[config.mk]
export PLATFORM = sky130hd
export DESIGN_NAME = pixel_blend_raster_op
export DESIGN_NICKNAME = d
export VERILOG_FILES = /design/src/hw/rtl/pbro_pkg.sv /design/src/hw/rtl/pbro_prep.sv /design/src/hw/rtl/pbro_mul.sv /design/src/hw/rtl/pbro_mix.sv /design/src/hw/rtl/pixel_blend_raster_op.sv
export SDC_FILE = /design/constraint.sdc
export NUM_CORES = 2
export LEC_CHECK = 0
export ABC_AREA = 0
export BUFFER_PORTS_ARGS = -buffer_cell sky130_fd_sc_hd__buf_2
export CORE_UTILIZATION = 50
export DETAILED_ROUTE_END_ITERATION = 8
export MAX_ROUTING_LAYER = met4
export PLACE_DENSITY = 0.7
export RECOVER_POWER = 25
export SLEW_MARGIN = 20
export SYNTH_ARGS = -nofsm -noshare
export SYNTH_HDL_FRONTEND = slang
export SYNTH_SLANG_ARGS = --single-unit
[constraint.sdc]
create_clock -name clk -period 19.3 [get_ports clk]
set_input_delay 3.86 -clock clk [delete_from_list [all_inputs] [get_ports clk]]
set_output_delay 3.86 -clock clk [all_outputs]
set_load 0.03 [all_outputs]
[src/hw/rtl/pbro_pkg.sv]
// Shared types and constants for the pixel blend raster operation.
// Used by every stage module, the top level and the checker; depends on nothing.
package pbro_pkg;

  localparam int unsigned PIX_W     = 24;
  localparam int unsigned CHAN_W    = 8;
  localparam int unsigned NUM_CHAN  = 3;
  localparam int unsigned CFG_IDX_W = 2;
  localparam int unsigned PIPE_DEPTH = 3;

  localparam logic [PIX_W-1:0] PIX_MASK_24 = 24'hFF_FFFF;
  localparam logic [PIX_W-1:0] PIX_MASK_16 = 24'h00_FFFF;

  // RGB565 channels spread over a 32-bit word: green high, red and blue low.
  localparam logic [31:0] SPREAD_MASK  = 32'b00000111111000001111100000011111;
  localparam logic [7:0]  ALPHA_FULL   = 8'd255;
  localparam logic [8:0]  A5_ROUND     = 9'd4;
  localparam int unsigned A5_SHIFT     = 3;
  localparam int unsigned MIX565_SHIFT = 5;
  localparam int unsigned HI_SHIFT     = 16;
  localparam int unsigned DIV255_SHIFT = 8;

  // Configuration register indexes.
  localparam logic [CFG_IDX_W-1:0] CFG_BLEND_MODE   = 2'd0;
  localparam logic [CFG_IDX_W-1:0] CFG_PIXEL_FORMAT = 2'd1;
  localparam logic [CFG_IDX_W-1:0] CFG_ALPHA_LEVEL  = 2'd2;
  localparam logic [CFG_IDX_W-1:0] CFG_KEY_COLOR    = 2'd3;

  typedef enum logic [1:0] {
    MODE_XOR   = 2'd0,
    MODE_XNOR  = 2'd1,
    MODE_KEY   = 2'd2,
    MODE_ALPHA = 2'd3
  } blend_mode_t;

  typedef enum logic {
    FMT_RGB565 = 1'b0,
    FMT_RGB24  = 1'b1
  } pix_fmt_t;

  // Which datapath produces the final pixel.
  typedef enum logic [1:0] {
    SEL_DIRECT = 2'd0,
    SEL_MIX565 = 2'd1,
    SEL_MIX24  = 2'd2
  } res_sel_t;

  typedef struct packed {
    logic [PIX_W-1:0] src_pixel;
    logic [PIX_W-1:0] dst_pixel;
    logic             last_in;
  } in_item_t;

  typedef struct packed {
    logic [PIX_W-1:0] result_pixel;
    logic             last_out;
  } out_item_t;

  typedef struct packed {
    blend_mode_t      mode;
    pix_fmt_t         fmt;
    logic [7:0]       alpha;
    logic [PIX_W-1:0] key;
  } cfg_t;

  typedef struct packed {
    logic [PIX_W-1:0] src;
    logic [PIX_W-1:0] dst;
    logic [31:0]      diff565;
    logic [31:0]      bg565;
    logic [PIX_W-1:0] direct;
    res_sel_t         sel;
    logic             last;
  } prep_t;

  typedef struct packed {
    logic [NUM_CHAN-1:0][15:0] prod_fg;
    logic [NUM_CHAN-1:0][15:0] prod_bg;
    logic [31:0]               prod565;
    logic [31:0]               bg565;
    logic [PIX_W-1:0]          direct;
    res_sel_t                  sel;
    logic                      last;
  } mul_t;

endpackage

[src/hw/rtl/pbro_prep.sv]
// First stage: masks the pixels to the format, resolves the non-blending modes
// and spreads RGB565 pixels for the packed blend. Depends on pbro_pkg.
module pbro_prep
  import pbro_pkg::*;
(
  input  logic     clk,
  input  logic     rst_n,
  input  cfg_t     cfg,
  input  logic     valid_i,
  output logic     ready_o,
  input  in_item_t data_i,
  output logic     valid_o,
  input  logic     ready_i,
  output prep_t    data_o
);

  logic             valid_r;
  prep_t            prep_r;
  prep_t            prep_nxt;
  logic             rgb24;
  logic [PIX_W-1:0] pmask;
  logic [PIX_W-1:0] src;
  logic [PIX_W-1:0] dst;
  logic             key_hit;
  logic [31:0]      fg565;
  logic [31:0]      bg565;

  always_comb begin
    rgb24 = (cfg.fmt == FMT_RGB24);
    pmask = rgb24 ? PIX_MASK_24 : PIX_MASK_16;
    src   = data_i.src_pixel & pmask;
    dst   = data_i.dst_pixel & pmask;
    key_hit = rgb24 &&
              (src[7:0]   <= cfg.key[7:0]) &&
              (src[15:8]  <= cfg.key[15:8]) &&
              (src[23:16] <= cfg.key[23:16]);
    fg565 = {src[15:0], src[15:0]} & SPREAD_MASK;
    bg565 = {dst[15:0], dst[15:0]} & SPREAD_MASK;

    prep_nxt.src     = src;
    prep_nxt.dst     = dst;
    prep_nxt.diff565 = fg565 - bg565;
    prep_nxt.bg565   = bg565;
    prep_nxt.last    = data_i.last_in;
    prep_nxt.sel     = SEL_DIRECT;
    prep_nxt.direct  = dst;
    case (cfg.mode)
      MODE_XOR: begin
        prep_nxt.direct = src ^ dst;
      end
      MODE_XNOR: begin
        prep_nxt.direct = (dst ^ ~src) & pmask;
      end
      MODE_KEY: begin
        prep_nxt.direct = key_hit ? src : dst;
      end
      MODE_ALPHA: begin
        if (cfg.alpha == 8'd0) begin
          prep_nxt.direct = dst;
        end else if (cfg.alpha == ALPHA_FULL) begin
          prep_nxt.direct = src;
        end else begin
          prep_nxt.sel = rgb24 ? SEL_MIX24 : SEL_MIX565;
        end
      end
      default: begin
        prep_nxt.direct = dst;
      end
    endcase
  end

  assign ready_o = !valid_r || ready_i;

  always_ff @(posedge clk) begin
    if (!rst_n) begin
      valid_r <= 1'b0;
    end else if (ready_o) begin
      valid_r <= valid_i;
    end
  end

  always_ff @(posedge clk) begin
    if (ready_o && valid_i) begin
      prep_r <= prep_nxt;
    end
  end

  assign valid_o = valid_r;
  assign data_o  = prep_r;

endmodule

[src/hw/rtl/pbro_mul.sv]
// Second stage: the per-channel 8x8 products of the RGB24 blend and the
// 32x6 product of the packed RGB565 blend. Depends on pbro_pkg.
module pbro_mul
  import pbro_pkg::*;
(
  input  logic  clk,
  input  logic  rst_n,
  input  cfg_t  cfg,
  input  logic  valid_i,
  output logic  ready_o,
  input  prep_t data_i,
  output logic  valid_o,
  input  logic  ready_i,
  output mul_t  data_o
);

  logic        valid_r;
  mul_t        mul_r;
  mul_t        mul_nxt;
  logic [8:0]  a_sum;
  logic [8:0]  a_scaled;
  logic [5:0]  a5;
  logic [7:0]  inv_alpha;

  always_comb begin
    // Alpha reduced to 0..32 for the packed blend.
    a_sum     = {1'b0, cfg.alpha} + A5_ROUND;
    a_scaled  = a_sum >> A5_SHIFT;
    a5        = a_scaled[5:0];
    inv_alpha = ALPHA_FULL - cfg.alpha;

    for (int c = 0; c < NUM_CHAN; c++) begin
      mul_nxt.prod_fg[c] = {8'd0, cfg.alpha} * {8'd0, data_i.src[c*CHAN_W +: CHAN_W]};
      mul_nxt.prod_bg[c] = {8'd0, inv_alpha} * {8'd0, data_i.dst[c*CHAN_W +: CHAN_W]};
    end
    mul_nxt.prod565 = data_i.diff565 * {26'd0, a5};
    mul_nxt.bg565   = data_i.bg565;
    mul_nxt.direct  = data_i.direct;
    mul_nxt.sel     = data_i.sel;
    mul_nxt.last    = data_i.last;
  end

  assign ready_o = !valid_r || ready_i;

  always_ff @(posedge clk) begin
    if (!rst_n) begin
      valid_r <= 1'b0;
    end else if (ready_o) begin
      valid_r <= valid_i;
    end
  end

  always_ff @(posedge clk) begin
    if (ready_o && valid_i) begin
      mul_r <= mul_nxt;
    end
  end

  assign valid_o = valid_r;
  assign data_o  = mul_r;

endmodule

[src/hw/rtl/pbro_mix.sv]
// Third stage and output register: sums the products, divides the RGB24
// channels by 255, finishes the RGB565 blend and picks the result. Depends on pbro_pkg.
module pbro_mix
  import pbro_pkg::*;
(
  input  logic      clk,
  input  logic      rst_n,
  input  logic      valid_i,
  output logic      ready_o,
  input  mul_t      data_i,
  output logic      valid_o,
  input  logic      ready_i,
  output out_item_t data_o
);

  logic             valid_r;
  out_item_t        out_r;
  out_item_t        out_nxt;
  logic [31:0]      r565;
  logic [31:0]      r565_hi;
  logic [15:0]      res565;
  logic [16:0]      chan_sum;
  logic [16:0]      chan_q;
  logic [PIX_W-1:0] res24;

  always_comb begin
    r565    = ((data_i.prod565 >> MIX565_SHIFT) + data_i.bg565) & SPREAD_MASK;
    r565_hi = r565 >> HI_SHIFT;
    res565  = r565_hi[15:0] | r565[15:0];

    res24    = '0;
    chan_sum = '0;
    chan_q   = '0;
    for (int c = 0; c < NUM_CHAN; c++) begin
      chan_sum = {1'b0, data_i.prod_fg[c]} + {1'b0, data_i.prod_bg[c]};
      // Exact floor(x / 255) for x below 65535.
      chan_q   = (chan_sum + (chan_sum >> DIV255_SHIFT) + 17'd1) >> DIV255_SHIFT;
      res24[c*CHAN_W +: CHAN_W] = chan_q[CHAN_W-1:0];
    end

    out_nxt.last_out = data_i.last;
    case (data_i.sel)
      SEL_MIX565: out_nxt.result_pixel = {8'd0, res565};
      SEL_MIX24:  out_nxt.result_pixel = res24;
      default:    out_nxt.result_pixel = data_i.direct;
    endcase
  end

  assign ready_o = !valid_r || ready_i;

  always_ff @(posedge clk) begin
    if (!rst_n) begin
      valid_r <= 1'b0;
    end else if (ready_o) begin
      valid_r <= valid_i;
    end
  end

  always_ff @(posedge clk) begin
    if (ready_o && valid_i) begin
      out_r <= out_nxt;
    end
  end

  assign valid_o = valid_r;
  assign data_o  = out_r;

endmodule

[src/hw/rtl/pixel_blend_raster_op.sv]
// Pixel blend raster operation: combines a source and a destination pixel into
// a new destination pixel (XOR, XNOR, RGB24 color key or alpha blend, in RGB565
// or RGB24), taking one pixel per clock unless the output stalls. Each request passes
// three register stages (prepare, multiply, sum and divide); the last stage is the
// output register. Up to three pixels are in flight, and in_ready follows out_ready
// through the stage occupancy, so the block keeps accepting while any stage is free.
// Configuration writes take effect at once and are meant for when no pixel is in
// flight; cfg_ready is always high.
module pixel_blend_raster_op
  import pbro_pkg::*;
(
  input  logic                 clk,
  input  logic                 rst_n,
  input  logic                 in_valid,
  output logic                 in_ready,
  input  in_item_t             in_data,
  output logic                 out_valid,
  input  logic                 out_ready,
  output out_item_t            out_data,
  input  logic                 cfg_valid,
  output logic                 cfg_ready,
  input  logic [CFG_IDX_W-1:0] cfg_index,
  input  logic [PIX_W-1:0]     cfg_data
);

  cfg_t  cfg_r;
  logic  prep_valid;
  logic  prep_ready;
  prep_t prep_data;
  logic  mul_valid;
  logic  mul_ready;
  mul_t  mul_data;

  assign cfg_ready = 1'b1;

  always_ff @(posedge clk) begin
    if (!rst_n) begin
      cfg_r.mode  <= MODE_ALPHA;
      cfg_r.fmt   <= FMT_RGB565;
      cfg_r.alpha <= ALPHA_FULL;
      cfg_r.key   <= '0;
    end else if (cfg_valid && cfg_ready) begin
      case (cfg_index)
        CFG_BLEND_MODE:   cfg_r.mode  <= blend_mode_t'(cfg_data[1:0]);
        CFG_PIXEL_FORMAT: cfg_r.fmt   <= pix_fmt_t'(cfg_data[0]);
        CFG_ALPHA_LEVEL:  cfg_r.alpha <= cfg_data[7:0];
        CFG_KEY_COLOR:    cfg_r.key   <= cfg_data;
        default: begin
        end
      endcase
    end
  end

  pbro_prep u_prep (
    .clk     (clk),
    .rst_n   (rst_n),
    .cfg     (cfg_r),
    .valid_i (in_valid),
    .ready_o (in_ready),
    .data_i  (in_data),
    .valid_o (prep_valid),
    .ready_i (prep_ready),
    .data_o  (prep_data)
  );

  pbro_mul u_mul (
    .clk     (clk),
    .rst_n   (rst_n),
    .cfg     (cfg_r),
    .valid_i (prep_valid),
    .ready_o (prep_ready),
    .data_i  (prep_data),
    .valid_o (mul_valid),
    .ready_i (mul_ready),
    .data_o  (mul_data)
  );

  pbro_mix u_mix (
    .clk     (clk),
    .rst_n   (rst_n),
    .valid_i (mul_valid),
    .ready_o (mul_ready),
    .data_i  (mul_data),
    .valid_o (out_valid),
    .ready_i (out_ready),
    .data_o  (out_data)
  );

endmodule

==> results.md <==
* Status: finished with violations
* Violated checks: max-capacitance violations, max-slew violations
* Vias in the first global route at 23906
* Critical path's slowest cell: nor2b_1
* Fin Setup TNS at 0 ns
* Cts hold-fix bufs at 0
* Total Wirelength at 79890 um
* Seq. cell area at 0.009538 mm2
* Dpl cell area at 0.03560 mm2
* Setup Fix Bufs, Post-CTS at 0
* Fillers at a little under 6000
* Reg2reg path depth at 15
* Final hold slack at about 0.42 ns
* Cts bufs inserted at 39
* Initial Utilization at approximately half
* DR DRC count at 0
* Crit path max-delay family: simple AND/OR/NAND/NOR gates
* FF-to-FF setup slack at 12.35 ns
* Die area at 0.06945 mm2
* Arrival time of the worst setup path at slightly below 5 ns
* Proportion of layout cells with a drive suffix above 1 at under 10%
* Hold-critical path endpoint: u_mul.data_o[6]
* Via count at approximately 24000
* Most used DFF post-synth: edfxtp_1
* Row cnt at 95
* Area Growth Syn to Fin at 7.935%
* Initial DRT Pass Iterations at 5
* Leak at roughly 0.017 uW
* Design area at around 0.037 mm2
* Die H at roughly 260 um
* Worst Setup End Kind: primary output
* Min-delay worst type: reg2reg
* IO Port Bufs at 106
* Async set-reset flop share out of synthesis at 0%
* HP Start: u_prep.data_o[6]
* Syn Std Cell Area at 0.03420 mm2
* Leading cell type in the layout, fill and taps excluded: inv_1
* Pin count of the biggest net entering global routing at 167
* Yosys cell types at between 90 and 100
* First-pass GRT wire length at approximately 130000 um
* YS warnings at 0
* Area of the multi-input gates at roughly 0.022 mm2
* Worst path bufs/invs at 2
* Setup violators final at 0
* F_max at approximately 110 MHz
* Die Width at approximately 260 um
* Most frequent cells in the layout: inv_1 (520), ha_1 (378), fa_1 (329)
* Sequential-to-total area share from yosys stat at approximately 28%
* R2r endpoint: u_mul.data_o[154]
* CP required at 15.44 ns
* Worst hold stages at 0
* CTS root buffer: clkbuf_16
* Synth Net Count at between 4000 and 5000
* Worst vdd ir at between 0.09 and 0.1 mV
* Synthesized flop and latch total at 330
* Initial antenna violation count at 2
* Clk buf depth at 3
* CP max FO at 6
* Global-route usage over all layers at between 20 and 25%
* Detailed placement HPWL at 60690 um
* Relative slew slack at -92.84%
* Max-Cap Viols at 1
* Worst r2r src: cfg_r[24]
* Cell Pwr Density at 133.3 mW/mm2
* Worst Max-Slew Pin Slew at around 2.9 ns
* Tcrit/Tclk final at between 40% and 50%
* CTS tree: yes
* Clock-pin slew on the worst setup and hold paths at 0.07 ns
* Wirelength per Cell at 18.05 um
* Grt ovf at 0
* RSZ-0062 raised after global routing: no
* Clk_lat worst skew at between 0.5 and 0.6 ns
* Setup CP Type: in2out
* Iteration-0 DRC count of the detailed router at about 1700
* Critical path cell sequence: buf_2 > nor2b_1 > nand3_1 > buf_2
* Hold Vio Cnt, Final at 0
* Post_cts resized at 0
* Synth Instances at between 3000 and 4000
* Max stage delay on crit path at 0.57 ns
* Antenna-violating nets left at 0
* TritonCTS Sinks at 330
* CP most frequent cell: buf_2
* Min Tclk post-route at about 8.8 ns
* Nets at 4309
* H-Tree Depth at 2
* Syn avg cell area at around 10 um2
* Avg Vias per Cell at between 5 and 6
* Post-synth EDFFs at 292
* Max-slew violations at 52
* Io pins at ~110
* CORE AREA at approximately 0.067 mm2
* Worst setup SP type: input port
* Worst Clk Skew at around 0.036 ns
* Final GP Congestion at 0.8786
[where the power goes]
part	switching, uW	internal (uW)	total, uW
Clock	327	465	792
Sequential	84.5	1020	1100
Combinational	1740	1280	3020
Total	2150	2770	4920
[flip-flops by register name (all words and copies together) (netlist names)]
name / cells
cfg_r: 35
u_mix.data_o: 25
u_mix.valid_o: 1
u_mul.data_o: 166
u_mul.valid_o: 1
u_prep.data_o: 101
u_prep.valid_o: 1
[Yosys cell counts (all sizes together) (7+ instances only)]
cell type / n / area [um2]
a2111oi: 8 / 88.84
a211o: 8 / 70.07
a211oi: 15 / 117.6
a21boi: 37 / 277.8
a21o: 47 / 354.1
a21oi: 125 / 629.4
a22oi: 9 / 67.56
a31oi: 22 / 143.9
and2: 246 / 1539
and3: 19 / 118.9
buf: 10 / 71.31
clkbuf: 87 / 367.9
dfxtp: 38 / 760.7
edfxtp: 292 / 8768
fa: 329 / 6586
ha: 378 / 4730
inv: 520 / 1952
mux2i: 27 / 270.3
nand2: 295 / 1107
nand2b: 91 / 569.3
nand3: 44 / 220.2
nand4: 12 / 75.07
nor2: 145 / 544.3
nor2b: 132 / 825.8
nor3: 36 / 185.2
o2111ai: 10 / 87.58
o211ai: 13 / 102.6
o21a: 34 / 262.8
o21ai: 97 / 496.7
o21bai: 13 / 97.59
o221ai: 11 / 102.6
o41a: 7 / 78.83
or2: 8 / 50.05
or3: 15 / 93.84
xnor2: 149 / 1305
xor2: 49 / 444.2
[routing by layer]
layer	GRT usage [%]	vias up	part of all wire [%]
met4	7.065	0	2.7
met3	3.162	113	5.7
li1	-	11554	-
met1	33.64	11861	47
met2	36.54	670	45
met5	-	-	0
[final cells by class]
cell class / instances / area share, %
inverter: 522 / 5.308
clock inverter: 28 / 0.9288
clock buffer: 43 / 2.742
multi-input combinational: 2501 / 60.41
antenna: 1 / 0.006779
sequential: 330 / 25.84
timing repair buffer: 128 / 1.810
tap: 873 / 2.959
[logic make-up after synthesis]
logic type	after synthesis	share of synthesized area, %
simple gates	1067	16.22
fa+ha+maj	707	33.09
buf+inv	619	7.013
compound gates	501	9.900
flops	330	27.86
xor+xnor	198	5.115
mux	27	0.7903
other cells	1	0.01097
[metrics by stage]
step | power, uW | util (%) | cells | setup WS (ns)
floorplan | 3407 | - | 3450 | 2.431
global placement | 4044 | 52.82 | 4353 | 10.54
detailed placement | 4100 | 52.82 | 4353 | 10.52
CTS | 4925 | 54.83 | 4424 | 10.52
global route | 5340 | 54.77 | 4426 | 10.45
finish | 4920 | 54.77 | 4426 | 10.52
[how the worst max path moves through the flow]
stage | slack (ns) | startpoint | end | depth (start not counted)
floorplan | 2.43 | out_ready | u_mul.data_o[0] | 2
global placement | 10.54 | out_ready | in_ready | 4
detailed placement | 10.52 | out_ready | in_ready | 4
CTS | 10.52 | out_ready | in_ready | 4
global route | 10.45 | out_ready | in_ready | 4
finish | 10.52 | out_ready | in_ready | 4
Note: power is estimated with default switching activity, not from simulation.
